--- src/hw/rtl/sdc_pkg.sv ---
// ----------------------------------------------------------------------------
// sdc_pkg
// Types, register indexes and the segment table shared by the down counter
// and its display writer.
// ----------------------------------------------------------------------------
package sdc_pkg;

  localparam int unsigned COUNT_W = 28;
  localparam int unsigned START_W = 27;
  localparam int unsigned STEP_W  = 4;
  localparam int unsigned CFG_IDX_W  = 2;
  localparam int unsigned CFG_DATA_W = 28;

  typedef enum logic [CFG_IDX_W-1:0] {
    REG_START_VALUE = 2'd0,
    REG_FLOOR_VALUE = 2'd1,
    REG_STEP_SIZE   = 2'd2
  } reg_index_t;

  typedef struct packed {
    logic switch_on;
    logic reload;
  } in_item_t;

  typedef struct packed {
    logic [2:0] digit_position;
    logic [7:0] segment_code;
    logic       last_digit;
  } out_item_t;

  // Write side of the queue between the counter and the display writer.
  typedef struct packed {
    logic               push;
    logic [START_W-1:0] value;
  } queue_wr_t;

  // Read side of the queue.
  typedef struct packed {
    logic               empty;
    logic [START_W-1:0] head;
  } queue_rd_t;

  function automatic logic [7:0] seg_code(input logic [3:0] digit);
    logic [7:0] code;
    case (digit)
      4'd0: code = 8'd252;
      4'd1: code = 8'd96;
      4'd2: code = 8'd218;
      4'd3: code = 8'd242;
      4'd4: code = 8'd102;
      4'd5: code = 8'd182;
      4'd6: code = 8'd190;
      4'd7: code = 8'd224;
      4'd8: code = 8'd254;
      4'd9: code = 8'd246;
      default: code = 8'd0;
    endcase
    return code;
  endfunction

endpackage

--- src/hw/rtl/sdc_queue.sv ---
// ----------------------------------------------------------------------------
// sdc_queue
// Two-entry queue of counter values waiting to be written to the display.
// ----------------------------------------------------------------------------
module sdc_queue (
  input  logic               clk,
  input  logic               rst,
  input  sdc_pkg::queue_wr_t queue_wr,
  input  logic               pop,
  output logic               full,
  output sdc_pkg::queue_rd_t queue_rd
);

  logic [sdc_pkg::START_W-1:0] entry [2];
  logic                        wr_ptr;
  logic                        rd_ptr;
  logic [1:0]                  fill;
  logic                        do_push;
  logic                        do_pop;

  assign full           = (fill == 2'd2);
  assign queue_rd.empty = (fill == 2'd0);
  assign queue_rd.head  = entry[rd_ptr];
  assign do_push        = queue_wr.push && !full;
  assign do_pop         = pop && !queue_rd.empty;

  always_ff @(posedge clk) begin
    if (do_push) begin
      entry[wr_ptr] <= queue_wr.value;
    end
  end

  always_ff @(posedge clk) begin
    if (rst) begin
      wr_ptr <= 1'b0;
      rd_ptr <= 1'b0;
      fill   <= 2'd0;
    end else begin
      if (do_push) begin
        wr_ptr <= !wr_ptr;
      end
      if (do_pop) begin
        rd_ptr <= !rd_ptr;
      end
      case ({do_push, do_pop})
        2'b10:   fill <= fill + 2'd1;
        2'b01:   fill <= fill - 2'd1;
        default: fill <= fill;
      endcase
    end
  end

endmodule

--- config.mk ---
export PLATFORM = sky130hd
export DESIGN_NAME = sdc_queue
export DESIGN_NICKNAME = d
export VERILOG_FILES = /design/src/hw/rtl/sdc_pkg.sv /design/src/hw/rtl/sdc_queue.sv
export SDC_FILE = /design/constraint.sdc
export NUM_CORES = 1
export LEC_CHECK = 0
export ABC_AREA = 1
export BUFFER_PORTS_ARGS = -buffer_cell sky130_fd_sc_hd__buf_2
export CAP_MARGIN = 20
export CORE_AREA = 2 2 75 77
export DETAILED_ROUTE_END_ITERATION = 8
export DIE_AREA = 0 0 77 79
export GPL_TIMING_DRIVEN = 0
export PLACE_DENSITY = 0.83
export SLEW_MARGIN = 20
export SYNTH_ARGS = -nofsm -noshare
export SYNTH_HDL_FRONTEND = slang
export SYNTH_SLANG_ARGS = --single-unit
export TNS_END_PERCENT = 10
--- constraint.sdc ---
create_clock -name clk -period 2.8 [get_ports clk]
set_input_delay 0.84 -clock clk [delete_from_list [all_inputs] [get_ports clk]]
set_output_delay 0.84 -clock clk [all_outputs]
set_load 0.05 [all_outputs]
==> qor.txt <==
core area - 5340 µm²
CTS tree - yes
Comb power frac - 28.9%
switching share of power - 31.5%
dpl hpwl - 2460 µm
signal arrival time at the worst endpoint - 1.48 ns
fmax - 0.431 GHz
clock skew - 0.00761 ns
first-pass GRT wire length - 5510 µm
Avg Cell Area, Syn - 18.5 µm²
synth top area cells - edfxtp_1 71%, mux2_4 13%, dfxtp_1 4.4%
Max Slew Vio Count - 0
maximum number of pins on one net before global-route repair - 28
YS warnings - 0
Die Y - 79 µm
placed cell areas - 2720 µm²
RSZ-0062 raised after global routing - false
area of the die - 6080 µm²
DRT iter0 DRCs - 38
final setup margin - 0.481 ns
Pwr per Cell Area - 958 nW/µm²
area share of the largest cell type after synthesis - 70.6%
max_slew headroom - 57.9%
clock tree buffer depth - 2
Sequential Area - 1720 µm²
Multi-input gate area - 498 µm²
Sequential Power Share - 39.2%
GRT Resource Usage Total - 12.7%
Post-CTS Hold Fix Bufs - 0
Initial Util - 43.0%
1st-pass router iterations - 4
Yosys top cell by area - edfxtp_1
Post-layout nets - 227
Switch Pwr - 894 µW
vias in the first global route - 1244
ratio of final minimum period to clock period - 82.8%
Fin. Hold Viols - 0
Slew @ Worst Pin - 0.631 ns
Mapped Area - 2300 µm²
DRC violations left - 0
row cnt - 27
Vias/cell - 4.54
port bufs - 59
non-filler cells, final - 272
initial antenna violation count - 0
design area - 2960 µm²
worst vdd ir - 0.000579 V
P&R area growth vs syn - 28.8%
htree depth - 3
number of primary I/O pins - 60
Routed Antenna Nets - 0
CP Capture Type - output port
sequential area share after synthesis - 74.9%
Pint - 1.94 mW
dpl ws - 0.315 ns
DRT Wirelength - 3580 µm
Startpoint Class - flip-flop
clock power share - 32.0%
flip-flop and latch count after synthesis - 59
R2R Setup Slk - 1.20 ns
Diodes inserted - 0
Critical Path RT - 1.96 ns
vias after detailed routing - 1234
Mapped Nets - 156
GP Congestion - 0.643
CP max FO - 10
Yosys cell types - 13
Pwr Total - 2.83 mW
Max Cap Violations - 0
placed insts - 256
post-synthesis cell count - 124
global route total overflow - 0
HP Class - reg2reg
layout cell share with drive strength beyond 1 - 54.0%
Worst Setup Path Type - reg2out
Root Driver - clkbuf_8
Clk Latency, worst-skew pair - 0.33 ns
clock sinks - 59
Filler cells - 455
final period demand of the worst path - 2.32 ns
final setup vio count - 0
Clock transition at path regs - 0.06 ns
wire per inst - 13.2 µm
Pleak - 1.20 nW
Post CTS Setup Buffer Count - 0
number of buffers created by CTS - 9
chip width - 77 µm
Resized cells post-CTS - 0
status - complete, no violations
==> layout by cell type (no fill, tap or decap) <==
master      count
buf_6           1
mux2_4         20
edfxtp_1       54
inv_2           1
buf_16          1
nand2_1         8
buf_12          2
nor2_1         13
a21oi_1         1
inv_1           8
bufinv_16       3
nand4_1         1
o21ai_0         1
buf_2          59
clkinvlp_4      1
ha_1            1
clkinv_2        2
clkinv_4        1
clkbuf_8        9
nor2_4          1
mux2_2          7
dfxtp_1         5
==> cells in the mapped netlist <==
cell type and instances:
nor2_1 14, a21oi_1 1, buf_12 2, buf_6 1, inv_1 9, dfxtp_1 5
nand4_1 1, mux2_4 20, nand2_1 8, ha_1 1, mux2_2 7, o21ai_0 1
edfxtp_1 54
==> routing by layer <==
layer | global-route usage [%] | part of all wire [%] | vias to the layer above
li1 | - | - | 598
met1 | 12.5 | 40 | 583
met2 | 21.9 | 52 | 42
met3 | 5.45 | 5.7 | 11
met4 | 7.86 | 2.2 | 0
met5 | 0 | 0 | -
==> kinds of logic (layout without fill, tap and decap cells) <==
group | Yosys count | in the layout | synth area share, %
multiplexers | 27 | 27 | 16.5
AO/OA/AOI/OAI | 2 | 2 | 0.435
buffers and inverters | 12 | 88 | 3.70
adder cells (fa/ha/maj) | 1 | 1 | 0.545
flip-flops | 59 | 59 | 74.9
AND/OR/NAND/NOR | 23 | 23 | 3.87
==> cell type report <==
type / instances / area share, %
plain buffers: 3 / 1.73
clock buffers: 9 / 4.19
clock inverters: 7 / 3.93
inverters: 9 / 1.14
multi-input cells: 53 / 16.8
flip-flops and latches: 59 / 58.2
well taps: 72 / 3.05
repair buffers: 60 / 10.9
==> power groups by stage <==
stage	clock [mW]	combinational [mW]	sequential (mW)
final	0.906	0.818	1.11
after global routing	0.968	0.863	1.12
after CTS	0.929	0.828	1.11
after detailed placement	0	0.828	1.13
after global placement	0	0.794	1.13
after floorplan	0	0.665	1.12
==> flip-flops by register name, summed over array words and instances (netlist names), named ones only <==
register,count
rd_ptr,1
fill,2
entry,54
wr_ptr,1
==> path summary, 6_finish.rpt <==
path	startpoint	endpoint	depth (start not counted)
min	rd_ptr	flip-flop	2
max	flip-flop	queue_rd[2]	4
max reg2reg	fill[0]	entry[1][14]	4
min reg2reg	rd_ptr	flip-flop	2
==> metrics by stage <==
stage / hold WS [ns] / TNS, ns / util (%)
finish: 0.509 / 0 / 55.4
global route: 0.555 / 0 / 55.4
CTS: 0.514 / 0 / 55.4
detailed placement: 0.499 / 0 / 50.9
global placement: 0.479 / -15.66 / 50.3
floorplan: 0.467 / 0 / -
==> worst max-delay path, cell delays in order (launching register included) <==
cell and delay (ns):
dfxtp_1 0.32, buf_6 0.16, buf_12 0.16, mux2_4 0.30, buf_2 0.21
No activity file was read; power rests on OpenSTA's default activity.
