## src/hw/rtl/sdc_pkg.sv

```systemverilog
// ----------------------------------------------------------------------------
// sdc_pkg
// Types, register indexes and the segment table shared by the down counter
// and its display writer.
// ----------------------------------------------------------------------------
package sdc_pkg;

  localparam int unsigned COUNT_W = 28;
  localparam int unsigned START_W = 27;
  localparam int unsigned STEP_W  = 4;
  localparam int unsigned CFG_IDX_W  = 2;
  localparam int unsigned CFG_DATA_W = 28;

  typedef enum logic [CFG_IDX_W-1:0] {
    REG_START_VALUE = 2'd0,
    REG_FLOOR_VALUE = 2'd1,
    REG_STEP_SIZE   = 2'd2
  } reg_index_t;

  typedef struct packed {
    logic switch_on;
    logic reload;
  } in_item_t;

  typedef struct packed {
    logic [2:0] digit_position;
    logic [7:0] segment_code;
    logic       last_digit;
  } out_item_t;

  // Write side of the queue between the counter and the display writer.
  typedef struct packed {
    logic               push;
    logic [START_W-1:0] value;
  } queue_wr_t;

  // Read side of the queue.
  typedef struct packed {
    logic               empty;
    logic [START_W-1:0] head;
  } queue_rd_t;

  function automatic logic [7:0] seg_code(input logic [3:0] digit);
    logic [7:0] code;
    case (digit)
      4'd0: code = 8'd252;
      4'd1: code = 8'd96;
      4'd2: code = 8'd218;
      4'd3: code = 8'd242;
      4'd4: code = 8'd102;
      4'd5: code = 8'd182;
      4'd6: code = 8'd190;
      4'd7: code = 8'd224;
      4'd8: code = 8'd254;
      4'd9: code = 8'd246;
      default: code = 8'd0;
    endcase
    return code;
  endfunction

endpackage

```

## src/hw/rtl/sdc_front.sv

```systemverilog
// ----------------------------------------------------------------------------
// sdc_front
// Holds the configuration registers and the counter. Each poll updates the
// counter in the cycle it is accepted and queues a positive value for display.
// ----------------------------------------------------------------------------
module sdc_front (
  input  logic                         clk,
  input  logic                         rst,
  input  logic                         cfg_valid,
  output logic                         cfg_ready,
  input  logic [sdc_pkg::CFG_IDX_W-1:0]  cfg_index,
  input  logic [sdc_pkg::CFG_DATA_W-1:0] cfg_data,
  input  logic                         in_valid,
  output logic                         in_ready,
  input  sdc_pkg::in_item_t            in_data,
  input  logic                         queue_full,
  output sdc_pkg::queue_wr_t           queue_wr
);

  logic [sdc_pkg::START_W-1:0]        start_value;
  logic signed [sdc_pkg::COUNT_W-1:0] floor_value;
  logic [sdc_pkg::STEP_W-1:0]         step_size;
  logic signed [sdc_pkg::COUNT_W-1:0] count_value;
  logic signed [sdc_pkg::COUNT_W-1:0] count_value_next;
  logic signed [sdc_pkg::COUNT_W-1:0] base;
  logic signed [sdc_pkg::COUNT_W:0]   diff;
  logic                               accept;

  assign cfg_ready = 1'b1;
  assign in_ready  = !queue_full;
  assign accept    = in_valid && in_ready;

  always_comb begin
    base = in_data.reload ? $signed({1'b0, start_value}) : count_value;
    diff = {base[sdc_pkg::COUNT_W-1], base}
         - $signed({{(sdc_pkg::COUNT_W+1-sdc_pkg::STEP_W){1'b0}}, step_size});
    count_value_next = base;
    // The step is taken only if the counter stays at or above the floor.
    if (in_data.switch_on && (diff >= $signed({floor_value[sdc_pkg::COUNT_W-1], floor_value}))) begin
      count_value_next = diff[sdc_pkg::COUNT_W-1:0];
    end
  end

  assign queue_wr.push  = accept && !count_value_next[sdc_pkg::COUNT_W-1]
                          && (count_value_next != '0);
  assign queue_wr.value = count_value_next[sdc_pkg::START_W-1:0];

  always_ff @(posedge clk) begin
    if (rst) begin
      start_value <= '0;
      floor_value <= '0;
      step_size   <= sdc_pkg::STEP_W'(3);
      count_value <= '0;
    end else begin
      if (cfg_valid && cfg_ready) begin
        case (cfg_index)
          sdc_pkg::REG_START_VALUE: start_value <= cfg_data[sdc_pkg::START_W-1:0];
          sdc_pkg::REG_FLOOR_VALUE: floor_value <= cfg_data[sdc_pkg::COUNT_W-1:0];
          sdc_pkg::REG_STEP_SIZE:   step_size   <= cfg_data[sdc_pkg::STEP_W-1:0];
          default: ;
        endcase
      end
      if (accept) begin
        count_value <= count_value_next;
      end
    end
  end

endmodule

```

## config.mk

```make
export PLATFORM = sky130hd
export DESIGN_NAME = sdc_front
export DESIGN_NICKNAME = d
export VERILOG_FILES = /design/src/hw/rtl/sdc_pkg.sv /design/src/hw/rtl/sdc_front.sv
export SDC_FILE = /design/constraint.sdc
export NUM_CORES = 1
export LEC_CHECK = 0
export BUFFER_PORTS_ARGS = -buffer_cell sky130_fd_sc_hd__buf_2
export CAP_MARGIN = 5
export CORE_MARGIN = 1
export CORE_UTILIZATION = 53
export DETAILED_ROUTE_END_ITERATION = 12
export PLACE_DENSITY = 0.76
export SLEW_MARGIN = 5
export SYNTH_ARGS = -nofsm -noshare
export SYNTH_HDL_FRONTEND = slang
export SYNTH_SLANG_ARGS = --single-unit
export TNS_END_PERCENT = 5
```

## constraint.sdc

```tcl
create_clock -name clk -period 5.4 [get_ports clk]
set_clock_uncertainty 0.1 [all_clocks]
set_input_delay 0 -clock clk [delete_from_list [all_inputs] [get_ports clk]]
set_output_delay 0 -clock clk [all_outputs]
set_load 0.02 [all_outputs]
```

==> impl_metrics.ini <==
[status]
status = completed

[power_and_ir_drop]
seqPwrFrac = 0.337
combPwrFrac = 0.454
internal_power_uw = 1225
clockPowerShare = 0.208
peakVddDrop_mv = 0.2481
power_uw = 2060
p_leak_uw = 0.002629
power.density_nw_per_um2 = 303.7
switching_share = 0.4053
switchingPower_uw = 835.0

[yosys]
synth_top_area_share = 0.3028
yosys-top-cells-area = dfxtp_1, nand2_1, a21oi_1
synth_seq_cells = 87
yosysSeqAreaShare = 0.3028
synth_fp_nets = 828
ys_async_sr_fraction = 0
yosysWarnings = 0
synth_edf_count = 0
synth_cell_types = 60
synth.largest_area_cell = dfxtp_1
syn_avg_cell_area_um2 = 7.598
synthesis.area_um2 = 5752
synth-main-ff-cell = dfxtp_1
netlist_instances = 757

[sta]
max_freq_ghz = 0.1919
finalCriticalPeriod_ps = 5210
hold_viol = 0
finalSetupViolCount = 0
period_share = 0.9648
setup_ws_ps = 190.0
maxSlewViolCount = 0
whs_ps = 37.38
worstMarginPinSlew_ps = 1146
relSlewSlack = 0.2328

[global_routing]
track_usage = 0.3044
grt_pass1_vias = 5297
grt_pass1_wl_um = 26320
grt_overflow = 0
grt_max_degree = 88
antenna_found_initial = 0

[layout]
diodes = 0
nNetsFinal = 896
drive_gt1_frac = 0.1880
area_growth_syn_to_layout_pct = 17.92

[floorplanning]
fp-row-count = 37
die_w_um = 106.2
core-area_um2 = 10420
start_util = 0.5522
ios = 67
die_h_um = 106.2
dieArea_um2 = 11270

[clock_network]
cts.clk_slew.worst_paths_ps = 90
worst_skew_pair.late_latency_ps = 390
cts_sinks = 87
cts_buffer_depth = 2
numCtsBuffers = 9
root_buffer = clkbuf_8
cts_tree = built
htreeDepth = 3

[place]
gp_congestion = 0.9968
dp.final_hpwl_um = 12100
port_buffers = 65
dp_slack_ps = 293.1

[critical_path]
start_kind = register
end_kind = output pin
arrival_ps = 5110
cp.depth = 17
critPathTopFamily = simple AND/OR/NAND/NOR gates
critPathKind = register to output pin
worstPathMaxFanout = 4
worstPathCellList = nor4_1 > o21ai_0 > a2111oi_4 > buf_4 > nand2_1 > nor3b_2 > xnor2_1 > ha_1 > nand4_1 > or4_4 > o211ai_4 > xnor2_4 > o21a_2 > or4_4 > o2bb2a_4 > a31oi_2 > buf_4
cp.buffers_inverters = 2
max_stage_delay_ps = 570
worstPathRequired_ps = 5300
rrSetupSlack_ps = 610
cpMaxStageDelayCell = or4_4
r2r_cells = 18

[route]
drc = 0
wl_per_cell_um = 17.19
detail-route-antenna-nets = 0
wl_um = 16600
num_vias = 5437
vias_per_cell = 5.628
first_iter_violations = 319
dr.pass1.iters = 8

[worst_hold_path]
hold_depth = 4
hp-class = input port to register

[job]
maxCapViolCount = 0
## cell usage after synthesis (4+ instances only)
cell         n
nand2_1    183
nand4_1      8
nand3b_1     5
o211ai_1    18
ha_1        33
a21oi_1    104
nor4_1       9
nand3_1      5
o2111ai_1    4
nor2b_1      4
nor3b_1      8
inv_1       40
buf_4       28
xor2_1      30
nor2_1      28
nor3_1      13
nand2b_1     5
clkbuf_1    28
xnor2_1     18
dfxtp_1     87
buf_1        6
mux2i_1     29
o21ai_0     10
## registers in the layout, summed over array words and instances (netlist names)
name         flops
count_value     28
floor_value     28
start_value     27
step_size        4
## final cells by class
class | count | area [µm²]
Multi-Input combinational cell | 563 | 3696
Fill cell | 948 | 3633
Sequential cell | 87 | 1742
Timing Repair Buffer | 124 | 853.3
Tap cell | 136 | 170.2
Inverter | 40 | 150.1
Clock buffer | 10 | 127.6
Clock inverter | 6 | 43.79
## cells by family (layout without fill, tap and decap cells)
family | after synthesis | after routing | synth area share
buf+inv | 107 | 180 | 0.09136
compound gates | 160 | 160 | 0.1673
fa+ha+maj | 34 | 34 | 0.07527
mux | 33 | 33 | 0.06026
other cells | 1 | 1 | 0.0006520
simple gates | 287 | 287 | 0.2293
xor+xnor | 48 | 48 | 0.07309
flops | 87 | 87 | 0.3028
## power groups by stage
stage / logic (µW) / clock network (µW) / registers [µW]
CTS: 830 / 433 / 693
global route: 1020 / 460 / 698
finish: 936 / 429 / 695
detailed placement: 803 / 0 / 708
global placement: 785 / 0 / 707
floorplan: 648 / 0 / 698
## layer usage
layer | up-vias | GRT usage | part of all wire
li1 | 2692 | - | -
met1 | 2524 | 0.3407 | 0.40
met2 | 167 | 0.5390 | 0.50
met3 | 54 | 0.03863 | 0.040
met4 | 0 | 0.2014 | 0.056
met5 | - | 0 | 0
## metrics by stage
stage,util,setup TNS (ps),cell area [µm²],instances
after global routing,0.6512,-26.23,6783,966
after global placement,0.5813,0,6055,910
final,0.6512,0,6783,966
after CTS,0.6273,0,6534,954
after detailed placement,0.5813,0,6055,910
after floorplan,-,0,5764,757
## worst register-to-register path, stage by stage, from the launching register on
cell and delay, ps:
dfxtp_1 350, nor4_1 450, o21ai_0 320, a2111oi_4 400, buf_4 170, nand2_1 80, nor3b_2 230, xnor2_1 100
ha_1 310, nand4_1 120, or4_4 570, o211ai_4 240, xnor2_4 120, buf_4 220, o21ai_4 190, buf_4 190
mux2_2 360, nand2_1 60, a21oi_1 60
## layout by cell type, fill, tap and decap left out, types with 3 or more instances in the layout
| cell | n |
|---|---|
| dlygate4sd3_1 | 28 |
| nor2b_1 | 3 |
| buf_2 | 64 |
| nand4_1 | 8 |
| nor3_1 | 13 |
| o211ai_1 | 18 |
| clkbuf_8 | 9 |
| nand3_1 | 5 |
| a21oi_1 | 103 |
| mux2_2 | 3 |
| o2111ai_1 | 4 |
| nor3b_1 | 5 |
| xor2_1 | 30 |
| nand2_1 | 183 |
| inv_1 | 40 |
| mux2i_1 | 27 |
| ha_1 | 29 |
| xnor2_1 | 17 |
| nand3b_1 | 5 |
| nand2b_1 | 5 |
| nor3b_2 | 4 |
| o21ai_0 | 10 |
| nor4_4 | 3 |
| buf_4 | 31 |
| nor4_1 | 6 |
| dfxtp_1 | 87 |
| nor2_1 | 27 |
## worst paths after layout
check | start | end
worst max register to register | count_value[11] | count_value[2]
worst min-delay path | queue_full | count_value[18]
worst min register to register | start_value[2] | start_value[2]
worst max-delay path | count_value[11] | queue_wr[27]
## repair_timing
action / 4_1_cts / 5_1_grt
endpoints found under the setup margin: 1 / 23
pin swaps: 1 / 17
resized for setup: 6 / 28
cloned: 0 / 0
buffers inserted: 0 / 12
hold buffers: 28 / 0
hold endpoints to repair: 59 / 0
Power figures use the tool's default switching activity.
